[config.mk]
export PLATFORM = sky130hd
export DESIGN_NAME = nbs_cell
export DESIGN_NICKNAME = d
export VERILOG_FILES = /design/src/nbs_pkg.sv /design/src/nbs_cell.sv
export SDC_FILE = /design/constraint.sdc
export NUM_CORES = 1
export LEC_CHECK = 0
export ABC_AREA = 1
export BUFFER_PORTS_ARGS = -buffer_cell sky130_fd_sc_hd__buf_2
export CAP_MARGIN = 20
export CORE_MARGIN = 4
export CORE_UTILIZATION = 42
export DETAILED_ROUTE_END_ITERATION = 8
export PLACE_DENSITY = 0.8
export SYNTH_ARGS = -nofsm -noshare
export SYNTH_HDL_FRONTEND = slang
export SYNTH_SLANG_ARGS = --single-unit
export TNS_END_PERCENT = 1
[constraint.sdc]
create_clock -name clk -period 7.35 [get_ports clk]
set_clock_uncertainty 0.15 [all_clocks]
set_input_delay 0.3675 -clock clk [delete_from_list [all_inputs] [get_ports clk]]
set_output_delay 0.3675 -clock clk [all_outputs]
set_load 0.005 [all_outputs]
[src/nbs_pkg.sv]
// Shared types for the nested box suppression block.
`timescale 1ns / 1ps

package nbs_pkg;

    // Input item: one box, last box of the set marked by final_box
    typedef struct packed {
        logic signed [15:0] left_x;
        logic signed [15:0] top_y;
        logic signed [15:0] right_x;
        logic signed [15:0] bottom_y;
        logic               final_box;
    } box_item_t;

    // Result item: one kept box
    typedef struct packed {
        logic signed [15:0] kept_left;
        logic signed [15:0] kept_top;
        logic signed [15:0] kept_right;
        logic signed [15:0] kept_bottom;
        logic               none_kept;
        logic               overflowed;
        logic               end_of_set;
    } kept_item_t;

    // Box as held in a cell, with its precomputed center
    typedef struct packed {
        logic signed [15:0] left_x;
        logic signed [15:0] top_y;
        logic signed [15:0] right_x;
        logic signed [15:0] bottom_y;
        logic signed [15:0] cx;
        logic signed [15:0] cy;
    } box_rec_t;

    // Controls broadcast to every cell
    typedef struct packed {
        logic load;
        logic rotate;
    } cell_ctrl_t;

    typedef enum logic [1:0] {
        ST_LOAD,
        ST_TEST,
        ST_DECIDE,
        ST_FLUSH
    } state_t;

endpackage

[src/nbs_cell.sv]
// One storage cell of the box ring: holds a box and tests a probe center against it.
`timescale 1ns / 1ps

module nbs_cell #(
    parameter int MAX_BOXES = 32,
    parameter int CELL_IDX  = 0,
    parameter int CNT_W     = $clog2(MAX_BOXES + 1),
    parameter int IDX_W     = (MAX_BOXES > 1) ? $clog2(MAX_BOXES) : 1
) (
    input  logic                clk,
    input  nbs_pkg::cell_ctrl_t ctrl,
    input  logic [CNT_W-1:0]    count,
    input  logic [IDX_W-1:0]    rot,
    input  nbs_pkg::box_rec_t   wr_box,
    input  nbs_pkg::box_rec_t   nbr,
    input  logic signed [15:0]  probe_cx,
    input  logic signed [15:0]  probe_cy,
    output nbs_pkg::box_rec_t   held,
    output logic                hit
);
    import nbs_pkg::*;

    localparam int SUM_W = CNT_W + 1;

    box_rec_t         rec_reg;
    box_rec_t         rec_next;
    logic [SUM_W-1:0] pos_sum;
    logic [SUM_W-1:0] pos_wrap;
    logic             occupied;
    logic             same_center;
    logic             enclosed;

    always_comb
    begin
        rec_next = rec_reg;
        if (ctrl.rotate)
        begin
            rec_next = nbr;
        end
        else if (ctrl.load && (count == CNT_W'(CELL_IDX)))
        begin
            rec_next = wr_box;
        end
    end

    always_ff @(posedge clk)
    begin
        rec_reg <= rec_next;
    end

    // load-order slot currently sitting in this cell
    assign pos_sum  = SUM_W'(rot) + SUM_W'(CELL_IDX);
    assign pos_wrap = (pos_sum >= SUM_W'(MAX_BOXES)) ? (pos_sum - SUM_W'(MAX_BOXES)) : pos_sum;
    assign occupied = pos_wrap < SUM_W'(count);

    assign same_center = (rec_reg.cx == probe_cx) && (rec_reg.cy == probe_cy);
    assign enclosed    = (probe_cx > rec_reg.left_x) && (probe_cx < rec_reg.right_x) &&
                         (probe_cy > rec_reg.top_y)  && (probe_cy < rec_reg.bottom_y);

    assign hit  = occupied && !same_center && enclosed;
    assign held = rec_reg;

endmodule

==> impl_summary.md, run 1 <==
Status
The run finished with clean final reports.

Route
The antenna violation net count after detailed routing is 0. The first detailed-routing pass ran for 4 iterations. The remaining design rule violation count is 0.

Dividing the detail-routed via count by the number of cells gives 4.64. The routed via count is between 6000 and 7000. The number of DRC markers after the initial detailed-route iteration is 350. Summed over all layers, the routed wires come to 19800 um. In the final routed layout, each cell accounts on average for approximately 14 um.

Synthesis
The register bit count reported by yosys is 96. Summing the areas of all xor and xnor instances in the mapped netlist gives 2.01% of the synthesized area. Yosys attributes the largest share of cell area to sky130_fd_sc_hd__edfxtp_1 (44%), sky130_fd_sc_hd__nand2_1 (26%), sky130_fd_sc_hd__ha_1 (13%). The synthesized netlist occupies a cell area of 6540 um2.

The compound-gate portion of the synthesized area is under 10%. Summed over all instances, the cell type with the most area after synthesis is sky130_fd_sc_hd__edfxtp_1. The Yosys warning count is 0. Of the total synthesized cell area, the portion taken by AND, OR, NAND and NOR gates is 29.5%.

The fraction of synthesized cell area taken by the top area cell type is between 40% and 50%. The synthesized instance count is 858. The number of unique standard cell types used by synthesis is 24. The adder-cell share of the synthesized area is 12.6%.

After synthesis, flip-flops and latches occupy approximately 44% of the total area. The combinational family with the most area after synthesis is simple AND/OR/NAND/NOR gates. After synthesis, the share of cell area in mux cells is 0%. The net count after synthesis is 1162. Dividing the synthesized area by the synthesized cell count gives about 7.6 um2.

Placed design
At the placement stage, the worst setup path has a slack of a little under 5 ns. Buffers placed on the I/O ports in this run total roughly 330. Detailed placement ended at an HPWL of 16500 um. The placer congestion estimate is 0.854. The cell count after placement is 1363.

Setup path
The data required time at the worst endpoint is 6.83 ns. The kind of end point of the critical path is a primary output. The worst setup path is launched from a flip-flop. The largest individual stage delay along the critical path comes from the cell sky130_fd_sc_hd__edfxtp_1. The most used cell along the critical path is sky130_fd_sc_hd__nand2_2. Data arrives at the worst endpoint at ~2.1 ns.

The largest fanout on the critical path is 4. The type of the setup path with the least slack is flip-flop to primary output. The longest individual stage delay on the worst path is 0.37 ns. Traced cell by cell, the critical path runs through inv_1 > ha_1 > nand2_2 > nor2_4 > nand2_2 > nor2_4 > nand2_2 > nand4_1 > nand2_1 > nor2_1 > nand2_1 > nor3_2 > buf_2.

Clock network
Clock tree synthesis selected as its root buffer the cell sky130_fd_sc_hd__clkbuf_16. The clock tree synthesis step divided the H-tree into 3 levels. Buffers inserted during clock tree synthesis total 9. The clock passes through at most 2 buffers. The total of hold buffers inserted after clock tree synthesis is 0. Buffers added to address setup during post-CTS repair amount to 0. TritonCTS built the clock tree. The number of cells upsized or downsized after cts is 0. The post-CTS clock slew at the launch and capture registers of the worst setup and hold paths is approximately 0.070 ns.

The TritonCTS sink count is 96.

Global route
The combined global-route utilization of all metal layers is a little over a fifth. The initial antenna violation count is 0. Entering global routing, the biggest net connects 97 pins. The first global-routing pass estimated approximately 30000 um of wire.

The via count of the first global-routing pass is 6166. Global routing finished with a remaining overflow of 0.

Min path
The tightest min-delay check is of the primary input to flip-flop type. The cell depth of the worst min-delay path is 3.

Finish
The net count of the finished layout is 1490. The number of antenna cells inserted is 0. The leading cell type in the layout, fill and taps excluded is sky130_fd_sc_hd__nand2_1. Leaving out filler cells and counting taps, the final layout contains 1379.

The area added between synthesis and finish is 33.9%. The number of flip-flops in the largest register is 96. The number of fill cells is 1378.

The top cell types in the final layout, fill and taps aside, are sky130_fd_sc_hd__nand2_1 (446), sky130_fd_sc_hd__buf_2 (333), sky130_fd_sc_hd__inv_1 (118). Once layout is complete, the utilization of the core stands at a little under three fifths. The fraction of layout cells with a size suffix above 1 is 31.7%.

STA
Based on the critical path, the design can be clocked at up to 378 MHz. Setup total negative slack on the finished layout was measured at 0 ns. The total count of hold-check failures in the final report is 0. The number of max-slew violations in the final report came to 0. The final-report setup violation count is 0. Setup repair after global routing left no endpoint under its margin. The final worst setup slack is 4.71 ns.

The final critical-path required period is around 2.6 ns. The transition time at the pin with the least slew margin is between 0.9 and 1 ns. Of the available clock period, the critical path in the final layout requires 35.9%. The worst pin sits at a relative slew slack of between 30% and 40%.

Floorplanning
The initialized floorplan defines 45 standard-cell rows. The initial standard-cell utilization of the core is 43.0%. The area of the core region is around 15000 um2.

The die height is 133 um. The die area is 17600 um2. The die outline width is 133 um.

The count of boundary I/O pins is ~340.

Power and ir drop
Across the VDD grid, the largest voltage drop is 0.132 mV. The leakage dissipation is between 5 and 6 nW. The power density over cell area is 183 nW/um2.

Run
Max-cap violations in this run came to 0.
## metal layers
metal  wire, um  up-vias  track usage [%]  share of wire [%]
met5          0        -                0                  0
li1           -     3313                -                  -
met2      10300      234             39.1                 52
met3       1450       25             5.36                7.3
met1       7720     2832             24.9                 39
met4        380        0             6.76                1.9
## power breakdown
part	switching (W)	internal [W]
Sequential	0.0000342	0.000666
Combinational	0.000215	0.000171
Clock	0.000214	0.000305
## per-stage QoR
step | area [um2] | power, W | hold slack (ns)
6_report | 8750 | 0.00160 | 0.126
5_1_grt | 8750 | 0.00170 | 0.115
4_1_cts | 8750 | 0.00162 | 0.111
3_5_place_dp | 8430 | 0.00110 | 0.485
3_3_place_gp | 8400 | 0.00108 | 0.483
2_1_floorplan | 6540 | 0.000910 | 0.396
## final timing paths
check,start,end
worst max-delay path,held[79],hit
worst min-delay path,wr_box[4],held[4]
## cells by family after synthesis
| logic type | after synthesis |
|---|---|
| compound gates | 36 |
| xor+xnor | 15 |
| fa+ha+maj | 66 |
| buf+inv | 153 |
| flops | 96 |
| simple gates | 492 |
## area by class of cell
| class | count | area [um2] | share of cell area [%] |
|---|---|---|---|
| Clock buffer | 10 | 229 | 2.62 |
| Timing Repair Buffer | 338 | 1720 | 19.7 |
| Tap cell | 188 | 235 | 2.69 |
| Sequential cell | 96 | 2880 | 32.9 |
| Multi-Input combinational cell | 609 | 3090 | 35.3 |
| Inverter | 132 | 497 | 5.67 |
| Clock inverter | 6 | 100 | 1.14 |
## cell usage after synthesis
master,count
sky130_fd_sc_hd__nand3_4,1
sky130_fd_sc_hd__inv_2,14
sky130_fd_sc_hd__nand2_1,446
sky130_fd_sc_hd__xnor2_1,15
sky130_fd_sc_hd__nand2_2,3
sky130_fd_sc_hd__nand3_1,10
sky130_fd_sc_hd__nor2_1,17
sky130_fd_sc_hd__o211ai_1,1
sky130_fd_sc_hd__nor3_1,4
sky130_fd_sc_hd__nor2_2,2
sky130_fd_sc_hd__o21ai_0,6
sky130_fd_sc_hd__edfxtp_1,96
sky130_fd_sc_hd__inv_1,118
sky130_fd_sc_hd__nor2_4,2
sky130_fd_sc_hd__clkbuf_1,13
sky130_fd_sc_hd__a21oi_1,26
sky130_fd_sc_hd__nand4_1,5
sky130_fd_sc_hd__buf_1,2
sky130_fd_sc_hd__ha_1,66
sky130_fd_sc_hd__nand3b_1,1
sky130_fd_sc_hd__o21bai_1,2
sky130_fd_sc_hd__o21a_1,1
sky130_fd_sc_hd__buf_2,6
sky130_fd_sc_hd__nor3_2,1
## worst max-delay path: cells and delay by family (launching register included)
kind / cells / cell delay [ns]
buf+inv: 2 / 0.21
flops: 1 / 0.37
fa+ha+maj: 1 / 0.34
simple gates: 10 / 0.87
No activity file was read; power rests on OpenSTA's default activity.
==> inputs of run 2 (changes only) <==
- ABC_AREA: 1 -> 0
- CORE_UTILIZATION: 42 -> 41
- clock period: 7.35 -> 2.2 ns (I/O delays scaled with it)
==> run 2 against run 1 <==
  * The run now ends with negative setup slack left
  * Area after synthesis is 6.4% lower
  * Worst hold slack better by 0.25 ns
  * Global-route usage increased by 7.4 points
  * Synthesized cell count is 44% lower
  * Setup slack got worse by 5.2 ns
  * Clock power rose to 3.1 times the previous value
  * Via count shrank 3.4%
  * Sequential share of layout area is 5.4 points lower
  * Combinational power grew to 4.4 times the previous value
  * Critical endpoint unchanged
  * Largest power group unchanged
==> impl_summary.md, run 2 <==
Status
The run finished, with violations left. The final reports fail on negative setup slack.

Synthesis
After synthesis, the netlist uses 41 different library cells. The top cell type by area accounts for between 40% and 50% of the synthesized area. Counting flops with an async set or reset pin after synthesis yields a share of 0%. The main flop type after synthesis is sky130_fd_sc_hd__edfxtp_1. The cell taking the most area after synthesis is sky130_fd_sc_hd__edfxtp_1. The count of flip-flops with a built-in enable after synthesis is 96.

The netlist area before placement is between 6000 and 7000 um2. When the netlist entered floorplanning its net count stood at 787. After technology mapping, the gate count stands at 483. Ranked by instance count, the synthesized netlist is headed by sky130_fd_sc_hd__edfxtp_1 (96), sky130_fd_sc_hd__mux2_2 (96), sky130_fd_sc_hd__inv_1 (72). The register bit count reported by yosys is 96. The mean cell area of the mapped netlist is roughly 13 um2. The Yosys warning count is 0.

By area the synthesized netlist is led by sky130_fd_sc_hd__edfxtp_1 (47%), sky130_fd_sc_hd__mux2_2 (18%), sky130_fd_sc_hd__ha_1 (13%). Summing the sequential cell areas from Yosys gives 47.1% of the chip area.

Route
The number of DRC markers after the initial detailed-route iteration is roughly 250. The detail route stage leaves a number of antenna-violating nets equal to 0. Using the TritonRoute via totals, the vias-per-cell ratio works out to 5.08. The routed via count is 6185. For this run, design rule violations remaining after detail routing come to 0. Wires add up to ~25000 um. The number of optimization iterations in the first detailed-route pass is 4. In the final routed layout, each cell accounts on average for 20.6 um.

Setup path
The slowest cell on the critical path is sky130_fd_sc_hd__a211oi_1. The longest individual stage delay on the worst path is 0.53 ns. The worst setup path is captured at a primary output. STA puts the critical path data required time at 1.94 ns. The startpoint type of the worst setup path is a flip-flop. Traced cell by cell, the critical path runs through inv_1 > ha_1 > nand4_1 > a211oi_1 > nor4_4 > a211oi_2 > and4bb_1 > buf_2. The data arrival time at the worst-slack endpoint is 2.47 ns. The largest fanout on the critical path is 3.

The critical path startpoint is held[95]. The top cell family by delay on the critical path is compound AO/OA/AOI/OAI gates. The type of the setup path with the least slack is flip-flop to primary output.

Counting both buffers and inverters, the worst setup path holds a total of 2.

Floorplanning
The die area is approximately 17000 um2. The area of the core region is 14600 um2. The count of boundary I/O pins is roughly 340.

The initial standard-cell utilization of the core is between 40% and 50%. The standard-cell row count is 44. The die is 130 um tall. From left edge to right edge, the die measures between 100 and 150 um.

Power and ir drop
The switching part of the total is 28.0%. Summed over all cells, the static leakage comes to approximately 5 nW. The worst-case IR drop observed on VDD is 0.373 mV. The clock network is responsible for 28.6% of the overall power. Per report_power, the combinational group accounts for around 30% of the total. In this run the power spent charging and discharging nets is 0.00158 W. The internal power of the cells totals 0.00406 W. The power density over cell area is 537 nW/um2. The portion of total power attributed to sequential cells is between 40% and 50%.

Clock network
The total clock buffers created by CTS is 9. After clock tree synthesis, the clock-pin slew on the worst setup and hold paths is roughly 0.070 ns. The TritonCTS clock tree is built. The number of H-tree branching levels is 3.

The maximum buffer depth of the clock tree is 2. The root buffer cell chosen for the clock tree is sky130_fd_sc_hd__clkbuf_16. The clock net in this run drives a total of 96 sinks.

STA
The relative slew slack is 64.3%. Derived from the worst setup path, the maximum achievable clock frequency is 366 MHz. The final worst setup slack is -0.533 ns. After layout, the worst path uses 124% of the clock period. Setup repair after global routing could not meet its margin everywhere.

The smallest clock period supported by the final layout is computed as ~2.7 ns. The final-report setup violation count is 1. The total count of hold-check failures in the final report was 0. The transition time at the pin with the least slew margin is 0.533 ns. The number of max-slew violations in the final report is 0.

Finish
Once layout is complete, the utilization of the core stands at 71.9%. The register with the most flip-flops in the layout has 96 of them. At the end of the flow, the number of nets in the layout was roughly 1300.

From synthesis to final layout, the design area changed by 71.2%. The finished layout holds 1218 standard cells, fillers aside. The leading cell type in the layout, fill and taps excluded is sky130_fd_sc_hd__buf_2. The fraction of layout cells with a size suffix above 1 is 46.5%. The top cell types in the final layout, fill and taps aside, are sky130_fd_sc_hd__buf_2 (333), sky130_fd_sc_hd__dlygate4sd3_1 (192), sky130_fd_sc_hd__mux2_2 (96), sky130_fd_sc_hd__edfxtp_1 (96), sky130_fd_sc_hd__inv_1 (70).

Global route
Global routing finished with a remaining overflow of 0. The via count of the first global-routing pass is 7000. The initial antenna violation count is 2. The global-route wire length before repair is 36900 um. For met1 alone, demand over resource in global routing was 29.5%. For this run, global-route usage on met2 was measured as 55.5%.

The largest net degree at the start of global routing is roughly 60. The highest-utilization routing layer at the global route stage is met2. The met3 demand-to-capacity share in global routing is 7.12%.

The combined global-route utilization of all metal layers is 28.9%.

Min path
In this run the most critical hold path is launched from count[1]. The tightest min-delay check is of the primary input to flip-flop type.

Placed design
The placer congestion estimate is 0.814. The cell count after placement is 1003. Once detailed placement completed, the half-perimeter wirelength came to 16400 um. The port buffer count is ~330.

Run
Across the run, the number of max-cap violations was 0.
run 2: cell types whose count changed in the layout (fill, tap and decap cells not counted), sizes merged, moves of 8 or more:
cell	before	now
a211oi	0	9
a21oi	26	15
buf	338	350
dlygate4sd3	0	192
inv	134	72
mux2	0	96
nand2	449	5
nand4	5	13
nor2	21	9
nor4	0	11
xnor2	15	0
xor2	0	32
run 2: per-layer routing:
layer | vias up | routed length, um
met5 | - | 0
li1 | 2877 | -
met1 | 2933 | 8880
met4 | 0 | 814
met3 | 67 | 1830
met2 | 308 | 13600
run 2: kinds of logic (layout without fill, tap and decap cells):
group | after synthesis | count (layout) | synth area share, %
fa+ha+maj | 66 | 66 | 13.5
buf+inv | 83 | 630 | 5.27
other cells | 0 | 4 | 0
xor+xnor | 32 | 32 | 4.58
compound gates | 52 | 52 | 5.72
simple gates | 58 | 58 | 6.19
flops | 96 | 96 | 47.1
mux | 96 | 96 | 17.7
run 2: through the flow:
| step | setup slack (ns) | power (W) | TNS, ns | hold slack, ns | area [um2] |
|---|---|---|---|---|---|
| 4_1_cts | -0.479 | 0.00558 | -0.479 | 0.355 | 10400 |
| 3_5_place_dp | -0.211 | 0.00363 | -0.211 | 0.264 | 8130 |
| 5_1_grt | -0.611 | 0.00589 | -0.611 | 0.379 | 10500 |
| 6_report | -0.533 | 0.00563 | -0.533 | 0.372 | 10500 |
| 3_3_place_gp | -0.145 | 0.00359 | -0.145 | 0.262 | 8130 |
| 2_1_floorplan | 0.223 | 0.00295 | 0 | 0.180 | 6130 |
run 2: timing repair:
action | 4_1_cts | 5_1_grt
buffers inserted | 3 | 0
hold buffers | 192 | 0
setup endpoints to repair | 1 | 1
pin swaps | 13 | 2
gates resized for setup | 10 | 4
endpoints found under the hold margin | 96 | 0
run 2: layout make-up:
type | instances | area (um2)
Inverter | 72 | 270
Clock buffer | 10 | 229
Multi-Input combinational cell | 304 | 3030
Sequential cell | 96 | 2880
Clock inverter | 6 | 70.1
Timing Repair Buffer | 542 | 3770
Tap cell | 184 | 230
Fill cell | 971 | 4110
Antenna cell | 4 | 10.0
run 2: worst paths after layout:
| check | slack, ns | cells after the start | to |
|---|---|---|---|
| min | 0.37 | 4 | held[88] |
| max | -0.53 | 8 | hit |
run 2: power groups by stage:
stage	logic [W]	clock network (W)	registers, W
after detailed placement	0.00126	0	0.00237
after global placement	0.00124	0	0.00236
after floorplan	0.000583	0	0.00237
after global routing	0.00183	0.00170	0.00236
after CTS	0.00162	0.00163	0.00233
final	0.00169	0.00161	0.00234
==> inputs of run 3 (changes only) <==
- ABC_AREA: 0 -> 1
- CORE_UTILIZATION: 41 -> 42
==> run 3 against run 2 <==
  * The run still ends with negative setup slack left
  * Final area grew 2.3%
  * Clock power decreased by 9.9%
  * Flip-flop and latch count unchanged
  * Worst hold slack got worse by 0.028 ns
  * Clock-buffer cell count is 1 higher
==> impl_summary.md, run 3 (synthesized netlist as in run 1, its figures left out) <==
Clock network
CTS saw 96 sinks. The root buffer cell chosen for the clock tree is sky130_fd_sc_hd__clkbuf_16. The post-CTS clock slew at the launch and capture registers of the worst setup and hold paths is around 0.070 ns. The clock passes through at most 2 buffers. TritonCTS built the clock tree.

The H-tree generated during clock tree synthesis spans 3 levels. Counting the buffers created by CTS gives 9.

Floorplanning
The die height is approximately 130 um. The initial standard-cell utilization of the core is a little over two fifths. The total area inside the core boundary comes to 15200 um2.

The die outline width is 133 um. The die covers 17600 um2. The count of boundary I/O pins is 335. The standard-cell row count is 45.

Setup path
The startpoint type of the worst setup path is a flip-flop. Along the worst path, the maximum fanout reaches 2. The kind of end point of the critical path is a primary output.

Data on the critical path arrives at its endpoint at 2.19 ns. The worst setup path is of the flip-flop to primary output kind. The data required time at the worst endpoint is ~1.9 ns.

Finish
The layout has 1054 filler cells. The net count of the finished layout is 1685. From synthesis to final layout, the design area changed by 64.1%. The register with the most flip-flops in the layout has 96 of them. The top cell types in the final layout, fill and taps aside, are sky130_fd_sc_hd__nand2_1 (443), sky130_fd_sc_hd__buf_2 (333), sky130_fd_sc_hd__dlygate4sd3_1 (192). The fraction of layout cells with a size suffix above 1 is 28.4%. The library cell used most frequently in the layout, excluding fill and tap cells, is sky130_fd_sc_hd__nand2_1. 0 antenna diodes ended up in the layout.

Power and ir drop
The power density over cell area is 513 nW/um2. The combinational fraction of design power is 31.3%. The total net switching power is approximately 0.0016 W. The total design power is 0.00551 W. The leakage dissipation is approximately 5.9 nW.

The portion of total power attributed to sequential cells is ~42%. The worst ir drop on vdd is 0.453 mV. The internal power of the cells totals 0.00387 W. The switching part of the total is between 20% and 30%. The share of power burned in the clock network is 26.4%.

Global route
The via count of the first global-routing pass was 7898. The global-route wire length before repair is 38700 um. The combined global-route utilization of all metal layers is 27.4%. The initial antenna violation count is 0.

Entering global routing, the biggest net connects 97 pins. Global routing finished with a remaining overflow of 0.

Status
The checks that failed: negative setup slack. The run finished, with violations left.

Route
The remaining design rule violation count is 0. Summed over all layers, the routed wires come to around 25000 um. The antenna violation net count after detailed routing is 0. The via count normalized by instance count is 4.89. The routed wire length per instance is roughly 16 um. The number of optimization iterations in the first detailed-route pass is 5. The detailed router finished its first iteration with 472 violations. The routed via count is 7700.

STA
The transition time at the pin with the least slew margin is approximately 0.60 ns. In the finished design, the share of the clock period the worst path needs comes to 111%. The worst path in the final design needs a cycle of 2.45 ns, including I/O delays and setup. After layout, the worst setup slack is -0.246 ns. The highest clock rate is 409 MHz. Setup repair after global routing could not meet its margin everywhere.

The setup TNS is -0.246 ns. The total count of hold-check failures in the final report is 0. The relative slew slack is about 60%. The number of max-slew violations in the final report is 0. Hold timing on the final database bottoms out at a slack of 0.344 ns. The final-report setup violation count is 1.

Placed design
The detailed-placement wirelength estimate is 15900 um. At the end of routability-driven placement, the weighted congestion stood at 0.853. During placement, the flow inserted port buffers numbering ~330.

Min path
The worst min-delay path class is primary input to flip-flop.

Run
The number of max-cap violations is 0.
## run 3: cell types whose count changed in the layout (fill, tap and decap cells not counted), sizes merged, moves of 12 or more
cell,previous run,this run
inv,72,131
mux2,96,0
xnor2,0,15
xor2,32,0
nand2,5,449
nor2,9,21
## run 3: layer usage
| layer | vias up | GRT usage, % | share of wire, % |
|---|---|---|---|
| met5 | - | 0 | 0 |
| met4 | 0 | 12.7 | 4.6 |
| met3 | 88 | 6.58 | 7.6 |
| met2 | 411 | 51.0 | 52 |
| met1 | 3486 | 28.9 | 36 |
| li1 | 3715 | - | - |
## run 3: layout make-up
| cell class | count | area (um2) | share of cell area [%] |
|---|---|---|---|
| inverter | 132 | 512 | 4.77 |
| multi-input combinational | 609 | 3160 | 29.4 |
| clock buffer | 11 | 233 | 2.17 |
| sequential | 96 | 2880 | 26.9 |
| clock inverter | 5 | 33.8 | 0.315 |
| tap | 188 | 235 | 2.19 |
| timing repair buffer | 533 | 3670 | 34.2 |
## run 3: path summary, 6_finish.rpt
kind	from	to	slack [ns]	depth (start not counted)
max	held[74]	hit	-0.25	14
min	ctrl[1]	held[23]	0.34	4
## run 3: worst max-delay path, stage by stage, from the launching register on
cell and delay (ns):
sky130_fd_sc_hd__edfxtp_1 0.41, sky130_fd_sc_hd__inv_1 0.07, sky130_fd_sc_hd__ha_1 0.23, sky130_fd_sc_hd__nand2_2 0.09, sky130_fd_sc_hd__inv_1 0.04, sky130_fd_sc_hd__nand2_1 0.06, sky130_fd_sc_hd__nand2_1 0.07, sky130_fd_sc_hd__a21oi_2 0.15
sky130_fd_sc_hd__nand3_1 0.08, sky130_fd_sc_hd__nand2_1 0.06, sky130_fd_sc_hd__nand2_1 0.06, sky130_fd_sc_hd__nor2_1 0.08, sky130_fd_sc_hd__nand2_1 0.07, sky130_fd_sc_hd__nor3_2 0.20, sky130_fd_sc_hd__buf_2 0.17
## run 3: timing repair
action / CTS / global route
cloned: 0 / 0
hold endpoints to repair: 96 / 0
hold buffers: 192 / 0
pin swaps: 4 / 3
setup buffers: 2 / 1
endpoints found under the setup margin: 1 / 1
resized for setup: 6 / 6
## run 3: power by group through the flow
stage          Clock (W)  Combinational [W]  Sequential, W
2_1_floorplan          0           0.000659        0.00238
3_3_place_gp           0            0.00127        0.00236
3_5_place_dp           0            0.00130        0.00237
4_1_cts          0.00147            0.00165        0.00233
5_1_grt          0.00154            0.00191        0.00235
6_report         0.00145            0.00172        0.00233
## run 3: metrics by stage
step	instances	instance area [um2]	util (%)	setup slack (ns)
floorplan	858	6570	-	-0.273
detailed placement	1363	8450	55.6	0.0886
global placement	1363	8450	55.6	0.168
CTS	1573	10700	70.3	-0.273
finish	1574	10700	70.6	-0.246
global route	1574	10700	70.6	-0.392
